--- config.mk ---
export PLATFORM = sky130hd
export DESIGN_NAME = fire_spread_life_stencil
export DESIGN_NICKNAME = d
export VERILOG_FILES = /design/src/fsls_pkg.sv /design/src/fsls_rule.sv /design/src/fire_spread_life_stencil.sv
export VERILOG_INCLUDE_DIRS = /design/src /design/src/src
export SDC_FILE = /design/constraint.sdc
export NUM_CORES = 2
export LEC_CHECK = 0
export BUFFER_PORTS_ARGS = -buffer_cell sky130_fd_sc_hd__clkbuf_2
export CORE_MARGIN = 10
export CORE_UTILIZATION = 35
export DETAILED_ROUTE_END_ITERATION = 12
export SETUP_SLACK_MARGIN = 0.5
export SKIP_LAST_GASP = 1
export SYNTH_ARGS = -nofsm -noshare
export SYNTH_HDL_FRONTEND = slang
export SYNTH_SLANG_ARGS = --single-unit
--- constraint.sdc ---
create_clock -name clock -period 9.7 [get_ports clock]
set_input_delay 1.94 -clock clock [delete_from_list [all_inputs] [get_ports clock]]
set_output_delay 1.94 -clock clock [all_outputs]
set_load 0.02 [all_outputs]
--- src/fire_spread_life_stencil_assert.svh ---
// ============================================================================
// fire_spread_life_stencil assertion macros
// Concurrent property wrappers; they expand to nothing when SYNTH is defined.
// ============================================================================
`ifndef FIRE_SPREAD_LIFE_STENCIL_ASSERT_SVH
`define FIRE_SPREAD_LIFE_STENCIL_ASSERT_SVH
`ifndef SYNTH
// same-cycle implication
`define FSLS_ASSERT_SAME(label, clk, rst, ante, cons) \
   label: assert property (@(posedge clk) disable iff (rst) (ante) |-> (cons)) \
      else $error("fire_spread_life_stencil: same-cycle property failed");
// next-cycle implication
`define FSLS_ASSERT_NEXT(label, clk, rst, ante, cons) \
   label: assert property (@(posedge clk) disable iff (rst) (ante) |=> (cons)) \
      else $error("fire_spread_life_stencil: next-cycle property failed");
`else
`define FSLS_ASSERT_SAME(label, clk, rst, ante, cons)
`define FSLS_ASSERT_NEXT(label, clk, rst, ante, cons)
`endif
`endif

--- src/fsls_pkg.sv ---
// ============================================================================
// fsls_pkg
// Shared types and constants of the fire spread stencil.
// ============================================================================
package fsls_pkg;

   // register file
   localparam int CSR_INDEX_BITS   = 2;
   localparam int CSR_DATA_BITS    = 13;
   localparam int GRID_WIDTH_BITS  = 6;
   localparam int GRID_HEIGHT_BITS = 13;
   localparam int CODE_BITS        = 8;
   localparam int ROW_BITS         = 12;

   localparam logic [CSR_INDEX_BITS-1:0] CSR_GRID_WIDTH   = 2'd0;
   localparam logic [CSR_INDEX_BITS-1:0] CSR_GRID_HEIGHT  = 2'd1;
   localparam logic [CSR_INDEX_BITS-1:0] CSR_HOUSE_CODE   = 2'd2;
   localparam logic [CSR_INDEX_BITS-1:0] CSR_BURNING_CODE = 2'd3;

   localparam logic [GRID_WIDTH_BITS-1:0]  RESET_GRID_WIDTH   = 6'd62;
   localparam logic [GRID_HEIGHT_BITS-1:0] RESET_GRID_HEIGHT  = 13'd62;
   localparam logic [CODE_BITS-1:0]        RESET_HOUSE_CODE   = 8'd1;
   localparam logic [CODE_BITS-1:0]        RESET_BURNING_CODE = 8'd2;
   localparam logic [GRID_HEIGHT_BITS-1:0] MAX_HEIGHT         = 13'd4096;

   // what the stage register in front of the window holds
   localparam logic [1:0] KIND_ITEM  = 2'd0;  // an input tile with its column
   localparam logic [1:0] KIND_FLUSH = 2'd1;  // one column of the last row
   localparam logic [1:0] KIND_FINAL = 2'd2;  // closing cell of the frame

   // burning flags of one window column
   typedef struct packed {
      logic top;
      logic mid;
      logic bot;
   } col_flags_type;

   // 3x3 window with per-column in-grid qualifiers
   typedef struct packed {
      col_flags_type left;
      col_flags_type center;
      col_flags_type right;
      logic          left_ok;
      logic          center_ok;
      logic          right_ok;
   } window_type;

endpackage

--- src/fsls_rule.sv ---
// ============================================================================
// fsls_rule
// Neighbor count and next-generation rule for the center cell of a window.
// ============================================================================
module fsls_rule
   import fsls_pkg::*;
#(
   parameter int TILE_BITS = 8
)
(
   input  window_type           win_i,
   input  logic [TILE_BITS-1:0] self_tile_i,
   input  logic [TILE_BITS-1:0] house_tile_i,
   input  logic [TILE_BITS-1:0] burn_tile_i,
   output logic [TILE_BITS-1:0] next_tile_o
);

   logic       self_burn;
   logic [4:0] hits;
   logic [4:0] nbr;
   logic       ignite;
   logic       dies;

   assign self_burn = win_i.center.mid;

   // all nine positions, then take the center tile back out
   assign hits = 5'(win_i.left.top   & win_i.left_ok)
               + 5'(win_i.left.mid   & win_i.left_ok)
               + 5'(win_i.left.bot   & win_i.left_ok)
               + 5'(win_i.center.top & win_i.center_ok)
               + 5'(win_i.center.mid & win_i.center_ok)
               + 5'(win_i.center.bot & win_i.center_ok)
               + 5'(win_i.right.top  & win_i.right_ok)
               + 5'(win_i.right.mid  & win_i.right_ok)
               + 5'(win_i.right.bot  & win_i.right_ok);

   // wraps to all ones when an uncounted burning center is removed: counts as many
   assign nbr = hits - 5'(self_burn);

   assign ignite = (nbr == 5'd3) && (self_tile_i == house_tile_i);
   assign dies   = self_burn && (nbr != 5'd2) && (nbr != 5'd3);

   // ignition wins when the two codes are equal
   always_comb begin
      if (ignite) begin
         next_tile_o = burn_tile_i;
      end else if (dies) begin
         next_tile_o = house_tile_i;
      end else begin
         next_tile_o = self_tile_i;
      end
   end

endmodule

--- src/fire_spread_life_stencil.sv ---
// ============================================================================
// fire_spread_life_stencil
// One generation of a burning-house cellular automaton over a raster tile grid.
// ============================================================================
//
//   channel | direction | handshake            | beat carries
//   --------+-----------+----------------------+-----------------------------
//   req     | in        | req_valid/req_stall  | req_tile_in
//   rsp     | out       | rsp_valid/rsp_stall  | rsp_tile_out, rsp_frame_last
//   csr     | in        | csr_valid/csr_ready  | csr_index, csr_wdata
//
// One tile per cycle unless req_stall; results leave through the stage and
// result registers. The tile that ends a row holds the input for a second
// evaluation (two results share the window evaluator). The tile that ends a
// frame flushes the last row out of the line store, one column per cycle
// unless rsp_stall holds it. Reset clears counters, handshakes and configuration;
// the line store is not cleared. rsp_stall freezes the result register and
// backs up into req_stall.
`include "fire_spread_life_stencil_assert.svh"

module fire_spread_life_stencil
   import fsls_pkg::*;
#(
   parameter int MAX_WIDTH = 62,
   parameter int TILE_BITS = 8
)
(
   input  logic                      clock,
   input  logic                      reset,
   input  logic                      req_valid,
   output logic                      req_stall,
   input  logic [TILE_BITS-1:0]      req_tile_in,
   output logic                      rsp_valid,
   input  logic                      rsp_stall,
   output logic [TILE_BITS-1:0]      rsp_tile_out,
   output logic                      rsp_frame_last,
   input  logic                      csr_valid,
   output logic                      csr_ready,
   input  logic [CSR_INDEX_BITS-1:0] csr_index,
   input  logic [CSR_DATA_BITS-1:0]  csr_wdata
);

   localparam int ADDR_BITS = (MAX_WIDTH > 1) ? $clog2(MAX_WIDTH) : 1;
   localparam int COL_BITS  = $clog2(MAX_WIDTH + 1);
   localparam logic [COL_BITS-1:0] MAX_COL = COL_BITS'(MAX_WIDTH);

   // line store entry: row above the incoming one and the row above that
   typedef struct packed {
      logic [TILE_BITS-1:0] newer;
      logic [TILE_BITS-1:0] older;
   } line_entry_type;

   // configuration
   logic [GRID_WIDTH_BITS-1:0]  grid_width_ff;
   logic [GRID_HEIGHT_BITS-1:0] grid_height_ff;
   logic [CODE_BITS-1:0]        house_code_ff;
   logic [CODE_BITS-1:0]        burning_code_ff;
   logic [COL_BITS-1:0]         w_eff;
   logic [COL_BITS-1:0]         w_last;
   logic [GRID_HEIGHT_BITS-1:0] h_eff;
   logic [GRID_HEIGHT_BITS-1:0] h_last;
   logic [TILE_BITS-1:0]        house_tile;
   logic [TILE_BITS-1:0]        burn_tile;

   // input position
   logic [ADDR_BITS-1:0] col_ff;
   logic [ROW_BITS-1:0]  row_ff;
   logic                 in_end_row;
   logic                 in_end_frame;
   logic                 in_acc;

   // line store
   line_entry_type       line_mem [MAX_WIDTH];
   line_entry_type       rd_ff;
   line_entry_type       wr_data;
   logic                 rd_en;
   logic                 wr_en;
   logic [ADDR_BITS-1:0] rd_addr;
   logic [ADDR_BITS-1:0] wr_addr;

   // stage register in front of the window
   logic                 s1_valid_ff;
   logic [1:0]           s1_kind_ff;
   logic [ADDR_BITS-1:0] s1_col_ff;
   logic [TILE_BITS-1:0] s1_tile_ff;
   logic                 s1_row1_ff;
   logic                 s1_row2_ff;
   logic                 s1_end_row_ff;
   logic                 s1_end_frame_ff;
   logic                 s1_phase_ff;
   logic                 s1_free;
   logic                 s1_hold_frame;

   // last-row flush
   logic                flush_ff;
   logic [COL_BITS-1:0] fl_idx_ff;
   logic                fl_above_ff;
   logic                fl_load;
   logic                fl_final;

   // window and evaluation
   col_flags_type        wa_ff;
   col_flags_type        wb_ff;
   logic [TILE_BITS-1:0] wb_tile_ff;
   col_flags_type        new_col;
   logic [TILE_BITS-1:0] new_tile;
   logic [ADDR_BITS-1:0] ev_center;
   logic [COL_BITS-1:0]  ev_center_w;
   logic                 ev_emit;
   logic                 ev_last;
   logic                 ev_go;
   logic                 ev_done;
   logic [TILE_BITS-1:0] ev_tile;
   window_type           win;

   // result register
   logic                 rsp_valid_ff;
   logic [TILE_BITS-1:0] rsp_tile_ff;
   logic                 rsp_last_ff;
   logic                 out_free;

   // ---------------------------------------------------------------- registers
   assign csr_ready = 1'b1;

   always_ff @(posedge clock) begin
      if (reset) begin
         grid_width_ff   <= RESET_GRID_WIDTH;
         grid_height_ff  <= RESET_GRID_HEIGHT;
         house_code_ff   <= RESET_HOUSE_CODE;
         burning_code_ff <= RESET_BURNING_CODE;
      end else if (csr_valid) begin
         unique case (csr_index)
            CSR_GRID_WIDTH:   grid_width_ff   <= csr_wdata[GRID_WIDTH_BITS-1:0];
            CSR_GRID_HEIGHT:  grid_height_ff  <= csr_wdata[GRID_HEIGHT_BITS-1:0];
            CSR_HOUSE_CODE:   house_code_ff   <= csr_wdata[CODE_BITS-1:0];
            CSR_BURNING_CODE: burning_code_ff <= csr_wdata[CODE_BITS-1:0];
         endcase
      end
   end

   // clamp width and height into their legal ranges
   always_comb begin
      if (grid_width_ff == '0) begin
         w_eff = COL_BITS'(1);
      end else if (int'(grid_width_ff) > MAX_WIDTH) begin
         w_eff = MAX_COL;
      end else begin
         w_eff = COL_BITS'(grid_width_ff);
      end
      if (grid_height_ff == '0) begin
         h_eff = GRID_HEIGHT_BITS'(1);
      end else if (grid_height_ff > MAX_HEIGHT) begin
         h_eff = MAX_HEIGHT;
      end else begin
         h_eff = grid_height_ff;
      end
   end

   assign w_last     = w_eff - COL_BITS'(1);
   assign h_last     = h_eff - GRID_HEIGHT_BITS'(1);
   assign house_tile = TILE_BITS'(house_code_ff);
   assign burn_tile  = TILE_BITS'(burning_code_ff);

   // ---------------------------------------------------------- input position
   assign in_end_row   = COL_BITS'(col_ff) >= w_last;
   assign in_end_frame = in_end_row && (GRID_HEIGHT_BITS'(row_ff) >= h_last);

   always_ff @(posedge clock) begin
      if (reset) begin
         col_ff <= '0;
         row_ff <= '0;
      end else if (in_acc) begin
         if (in_end_frame) begin
            col_ff <= '0;
            row_ff <= '0;
         end else if (in_end_row) begin
            col_ff <= '0;
            row_ff <= row_ff + ROW_BITS'(1);
         end else begin
            col_ff <= col_ff + ADDR_BITS'(1);
         end
      end
   end

   // -------------------------------------------------------------- handshakes
   assign out_free      = !rsp_valid_ff || !rsp_stall;
   assign ev_go         = s1_valid_ff && (!ev_emit || out_free);
   assign ev_done       = ev_go && !(s1_kind_ff == KIND_ITEM && s1_end_row_ff && !s1_phase_ff);
   assign s1_free       = !s1_valid_ff || ev_done;
   assign s1_hold_frame = s1_valid_ff && (s1_kind_ff == KIND_ITEM) && s1_end_frame_ff;
   assign req_stall     = flush_ff || s1_hold_frame || !s1_free;
   assign in_acc        = req_valid && !req_stall;
   assign fl_load       = flush_ff && s1_free;
   assign fl_final      = fl_idx_ff == w_eff;

   // -------------------------------------------------------------- line store
   // an item reads its column on the beat it is taken and writes it back
   // (shifted down one row) when it leaves the stage register
   assign rd_en   = in_acc || (fl_load && !fl_final);
   assign rd_addr = flush_ff ? fl_idx_ff[ADDR_BITS-1:0] : col_ff;
   assign wr_en   = ev_done && (s1_kind_ff == KIND_ITEM);
   assign wr_addr = s1_col_ff;
   assign wr_data = '{newer: s1_tile_ff, older: rd_ff.newer};

   always_ff @(posedge clock) begin
      if (wr_en) begin
         line_mem[wr_addr] <= wr_data;
      end
      if (rd_en) begin
         // same column written on this edge: forward it
         if (wr_en && (wr_addr == rd_addr)) begin
            rd_ff <= wr_data;
         end else begin
            rd_ff <= line_mem[rd_addr];
         end
      end
   end

   // ---------------------------------------------------------- stage register
   always_ff @(posedge clock) begin
      if (reset) begin
         s1_valid_ff <= 1'b0;
         s1_phase_ff <= 1'b0;
      end else if (in_acc || fl_load) begin
         s1_valid_ff <= 1'b1;
         s1_phase_ff <= 1'b0;
      end else if (ev_done) begin
         s1_valid_ff <= 1'b0;
      end else if (ev_go) begin
         s1_phase_ff <= 1'b1;
      end
   end

   always_ff @(posedge clock) begin
      if (in_acc) begin
         s1_kind_ff      <= KIND_ITEM;
         s1_col_ff       <= col_ff;
         s1_tile_ff      <= req_tile_in;
         s1_row1_ff      <= row_ff != '0;
         s1_row2_ff      <= row_ff >= ROW_BITS'(2);
         s1_end_row_ff   <= in_end_row;
         s1_end_frame_ff <= in_end_frame;
      end else if (fl_load) begin
         s1_kind_ff      <= fl_final ? KIND_FINAL : KIND_FLUSH;
         s1_col_ff       <= fl_final ? w_last[ADDR_BITS-1:0] : fl_idx_ff[ADDR_BITS-1:0];
         s1_end_row_ff   <= 1'b0;
         s1_end_frame_ff <= 1'b0;
      end
   end

   // ------------------------------------------------------------------- flush
   always_ff @(posedge clock) begin
      if (reset) begin
         flush_ff <= 1'b0;
      end else if (ev_done && s1_hold_frame) begin
         flush_ff <= 1'b1;
      end else if (fl_load && fl_final) begin
         flush_ff <= 1'b0;
      end
   end

   always_ff @(posedge clock) begin
      if (ev_done && s1_hold_frame) begin
         fl_idx_ff   <= '0;
         fl_above_ff <= s1_row1_ff;
      end else if (fl_load && !fl_final) begin
         fl_idx_ff <= fl_idx_ff + COL_BITS'(1);
      end
   end

   // ------------------------------------------------------- column into window
   // streaming: rows r-2, r-1, r; flush: rows r-1, r and nothing below
   always_comb begin
      new_col   = '0;
      new_tile  = '0;
      ev_center = '0;
      ev_emit   = 1'b0;
      ev_last   = 1'b0;
      case (s1_kind_ff)
         KIND_ITEM: begin
            if (!s1_phase_ff) begin
               new_col.top = s1_row2_ff && (rd_ff.older == burn_tile);
               new_col.mid = rd_ff.newer == burn_tile;
               new_col.bot = s1_tile_ff == burn_tile;
               new_tile    = rd_ff.newer;
               ev_center   = s1_col_ff - ADDR_BITS'(1);
               ev_emit     = s1_row1_ff && (s1_col_ff != '0);
            end else begin
               // row end: closing cell with an empty column on its right
               ev_center = s1_col_ff;
               ev_emit   = s1_row1_ff;
            end
         end
         KIND_FLUSH: begin
            new_col.top = fl_above_ff && (rd_ff.older == burn_tile);
            new_col.mid = rd_ff.newer == burn_tile;
            new_tile    = rd_ff.newer;
            ev_center   = s1_col_ff - ADDR_BITS'(1);
            ev_emit     = s1_col_ff != '0;
         end
         KIND_FINAL: begin
            ev_center = s1_col_ff;
            ev_emit   = 1'b1;
            ev_last   = 1'b1;
         end
         default: begin
         end
      endcase
   end

   // columns outside the grid count as not burning
   assign ev_center_w   = COL_BITS'(ev_center);
   assign win.left      = wa_ff;
   assign win.center    = wb_ff;
   assign win.right     = new_col;
   assign win.left_ok   = (ev_center_w != '0) && ((ev_center_w - COL_BITS'(1)) < w_eff);
   assign win.center_ok = ev_center_w < w_eff;
   assign win.right_ok  = (ev_center_w + COL_BITS'(1)) < w_eff;

   always_ff @(posedge clock) begin
      if (ev_go) begin
         wa_ff      <= wb_ff;
         wb_ff      <= new_col;
         wb_tile_ff <= new_tile;
      end
   end

   fsls_rule #(
      .TILE_BITS (TILE_BITS)
   ) u_rule (
      .win_i        (win),
      .self_tile_i  (wb_tile_ff),
      .house_tile_i (house_tile),
      .burn_tile_i  (burn_tile),
      .next_tile_o  (ev_tile)
   );

   // --------------------------------------------------------- result register
   always_ff @(posedge clock) begin
      if (reset) begin
         rsp_valid_ff <= 1'b0;
      end else if (ev_go && ev_emit) begin
         rsp_valid_ff <= 1'b1;
      end else if (!rsp_stall) begin
         rsp_valid_ff <= 1'b0;
      end
   end

   always_ff @(posedge clock) begin
      if (ev_go && ev_emit) begin
         rsp_tile_ff <= ev_tile;
         rsp_last_ff <= ev_last;
      end
   end

   assign rsp_valid      = rsp_valid_ff;
   assign rsp_tile_out   = rsp_tile_ff;
   assign rsp_frame_last = rsp_last_ff;

   // -------------------------------------------------------------- assertions
   // a held result is never overwritten by a new cell
   `FSLS_ASSERT_SAME(a_no_overwrite, clock, reset, rsp_valid_ff && rsp_stall, !(ev_go && ev_emit))
   // the flush column index stays within the row
   `FSLS_ASSERT_SAME(a_flush_in_row, clock, reset, flush_ff, fl_idx_ff <= w_eff)
   // once the frame's last tile leaves the stage register the flush runs, input held
   `FSLS_ASSERT_NEXT(a_flush_starts, clock, reset, ev_done && s1_hold_frame, flush_ff && req_stall)

endmodule

==> results.tsv <==
metric	value	unit
GP Congestion	0.8553	
crit share post-route	75.60	%
CP Class	flip-flop to flip-flop	
Max Freq	136.4	MHz
critical path arrival	7.76	ns
R2R depth	22	
fin util	39.87	%
Yosys top cell area share	68.40	%
drt wl/cell	24.86	um
Crit path max-delay family	adder cells	
Critical Path Start Type	flip-flop	
Area Overhead vs Synth	13.41	%
Most used DFF post-synth	edfxtp_1	
gr usage total	16.69	%
Multi-input gate area	0.01237	mm2
first-pass GRT wire length	184400	um
PortBufs	38	
Rows	133	
num ports	40	
Post-CTS Setup Bufs	0	
Synth area leaders	edfxtp_1, mux4_2, nand2_1, dfxtp_1, nand3_1	
Final Cell Area	0.05228	mm2
# H-tree levels	3	
final hold vios	0	
RSZ-0062 raised after global routing	false	
Worst Tran Pin Value	1.144	ns
most instantiated cells after synthesis	edfxtp_1, nand2_1, nand3_1	
# hold bufs at CTS	0	
CTS clock-pin slew for the worst setup and hold paths	0.07	ns
clock root cell	clkbuf_16	
drt first pass iters	7	
status	finished, final reports clean	
crit-path max FO	13	
Period minus WS final	7.333	ns
antenna violations before repair	3	
Clock Latency Late Sink	0.72	ns
Floorplan Core Area	0.1311	mm2
Die Span X	382.9	um
Min-Delay Path Class	flip-flop to flip-flop	
fillers	12100	
reg-to-reg startpoint	s1_col_ff[2]	
CTS Sinks	1115	
Detailed Route Iter0 Violations	3023	
CTS buffer count	112	
Setup TNS Final	0	ns
Clock Path Buffers	3	
EDFF count, synth	1050	
Routed Antenna Nets	0	
post-synthesis instance area	0.04610	mm2
vias in the first global route	26480	
Gate Count Post-Synth	3075	
synth warn	0	
Post-Place Cell Area	0.04867	mm2
Reg area	0.03283	mm2
Max Slew Vio Count	0	
FFs w/ async S/R, synth	0	%
switch share	23.38	%
DRC violations left	0	
cts repair resizes	0	
WHS Endpoint	wa_ff[2]	
total congestion overflow	0	
Critical Path RT	10.13	ns
Power Total	10.56	mW
Clock Power Share	40.4	%
max_cap viols	0	
Post-DP HPWL	75250	um
vias per cell	5.434	
register area share after synthesis	71.22	%
Vert. Die Dim	382.9	um
slowest stage delay, CP	0.59	ns
hold path depth	0	
Critical Path Slowest Stage Cell	or3_1	
CTS tree	built	
CP endpoint kind	flip-flop	
reg-to-reg endpoint	rsp_tile_out[1]	
internal power	8.091	mW
relative slew slack	23.20	%
largest net degree at the start of global routing	133	
Net Sw Power	2.469	mW
final setup vio count	0	
hold path start	wb_ff[2]	
die area	0.1466	mm2
Worst IR Drop VDD	0.1351	mV
sequential share of power	51.5	%
Gate power share	8.1	%
syn nets	3159	
mean post-synth cell area	14.99	um2
post-synth top area cell	edfxtp_1	
clk_skew	0.03413	ns
leak pwr	16.91	nW
vias	27360	
share of cells above drive strength 1	15.10	%
antenna cells	0	
final wirelength	125100	um
Distinct cells, synth	80	
pwr dens	202.0	mW/mm2
most frequent CP cell	fa_1	
Bufs and invs on worst path	4	
#FFs+latches synth	1115	
internal reg-to-reg setup slack	2.37	ns
most frequent cell after synthesis	edfxtp_1	
Initial Util	35.15	%
CP cell instances	or3_1 -> a2111oi_0 -> a21oi_1 -> inv_2 -> nand3_1 -> xor2_1 -> ha_1 -> a2111oi_0 -> o2bb2ai_1 -> nand2_1 -> fa_1 -> inv_1 -> fa_1 -> inv_1 -> fa_1 -> inv_1 -> fa_1 -> fa_1 -> o31ai_1 -> nand3_1 -> nor2_1 -> mux2_2	
nets	3268	
worst max-delay path by stage:
stage | from | to | slack (ns) | depth (start not counted)
floorplan | s1_col_ff[0] | rsp_tile_out[0] | 3.10 | 24
global placement | s1_col_ff[2] | rsp_tile_out[3] | 2.58 | 22
detailed placement | s1_col_ff[2] | rsp_tile_out[3] | 2.41 | 22
CTS | s1_col_ff[2] | rsp_tile_out[1] | 2.38 | 22
global route | s1_col_ff[2] | rsp_tile_out[2] | 1.87 | 22
finish | s1_col_ff[2] | rsp_tile_out[1] | 2.37 | 22
power groups by stage:
stage          Clock, mW  Combinational, mW  Sequential (mW)
6_report            4.27              0.852             5.44
5_1_grt             4.52              0.929             5.44
4_1_cts             4.34              0.853             5.44
3_5_place_dp           0              0.849             5.54
3_3_place_gp           0              0.841             5.54
2_1_floorplan          0              0.535             5.55
area by class of cell:
type | count | area share [%]
inverters | 48 | 0.3447
clock inverters | 65 | 1.182
multi-input cells | 1750 | 23.66
well taps | 1755 | 4.200
flip-flops and latches | 1115 | 62.81
clock buffers | 144 | 5.708
repair buffers | 157 | 2.097
state kept, by name (all words and copies together) (netlist names), 8 cells and up:
name,flops
s1_tile_ff,8
wb_tile_ff,8
grid_height_ff,13
burn_tile,8
rd_ff,16
rsp_tile_out,8
house_code_ff,8
line_mem,992
row_ff,12
cells in the final DEF (no fill, tap or decap), types with 14 or more instances in the layout:
cell type / count
xor2_1: 27
nand2_1: 542
o211ai_1: 18
buf_4: 118
edfxtp_1: 1050
mux2i_1: 70
o21ai_0: 36
dfxtp_1: 64
clkbuf_2: 38
and3_1: 14
xnor2_1: 43
clkbuf_1: 27
o2111ai_1: 25
inv_1: 45
a31oi_1: 43
a21oi_1: 80
a32oi_1: 26
o22ai_1: 38
nor2_1: 144
nand4_1: 39
clkinv_2: 25
ha_1: 50
nor3_1: 26
clkbuf_16: 113
mux4_2: 124
clkinv_1: 19
nand3_1: 178
mux2_2: 22
metal layers:
layer	GRT usage [%]	up-vias	wire, um
met4	6.136	6	4266
met2	25.85	1057	57370
met5	0	-	49
met3	3.159	221	9936
li1	-	12090	-
met1	23.28	13990	53500
logic make-up after synthesis:
family / after synthesis / synth area share (%)
buffers and inverters: 210 / 2.131
adders and majority gates: 56 / 1.618
DFF: 1115 / 71.22
xor gates and xnor gates: 70 / 1.330
other: 1 / 0.008135
muxes: 224 / 8.311
AOI/OAI and AO/OA: 384 / 5.773
and+or+nand+nor: 1015 / 9.603
per-stage QoR:
stage / hold WS [ns] / setup slack, ns / cells
finish: 0.4696 / 2.367 / 5034
floorplan: 0.4183 / 3.100 / 3075
global placement: 0.4393 / 2.580 / 4825
CTS: 0.4747 / 2.382 / 5034
global route: 0.4852 / 1.871 / 5034
detailed placement: 0.4599 / 2.408 / 4825
Note: power is estimated with default switching activity, not from simulation.
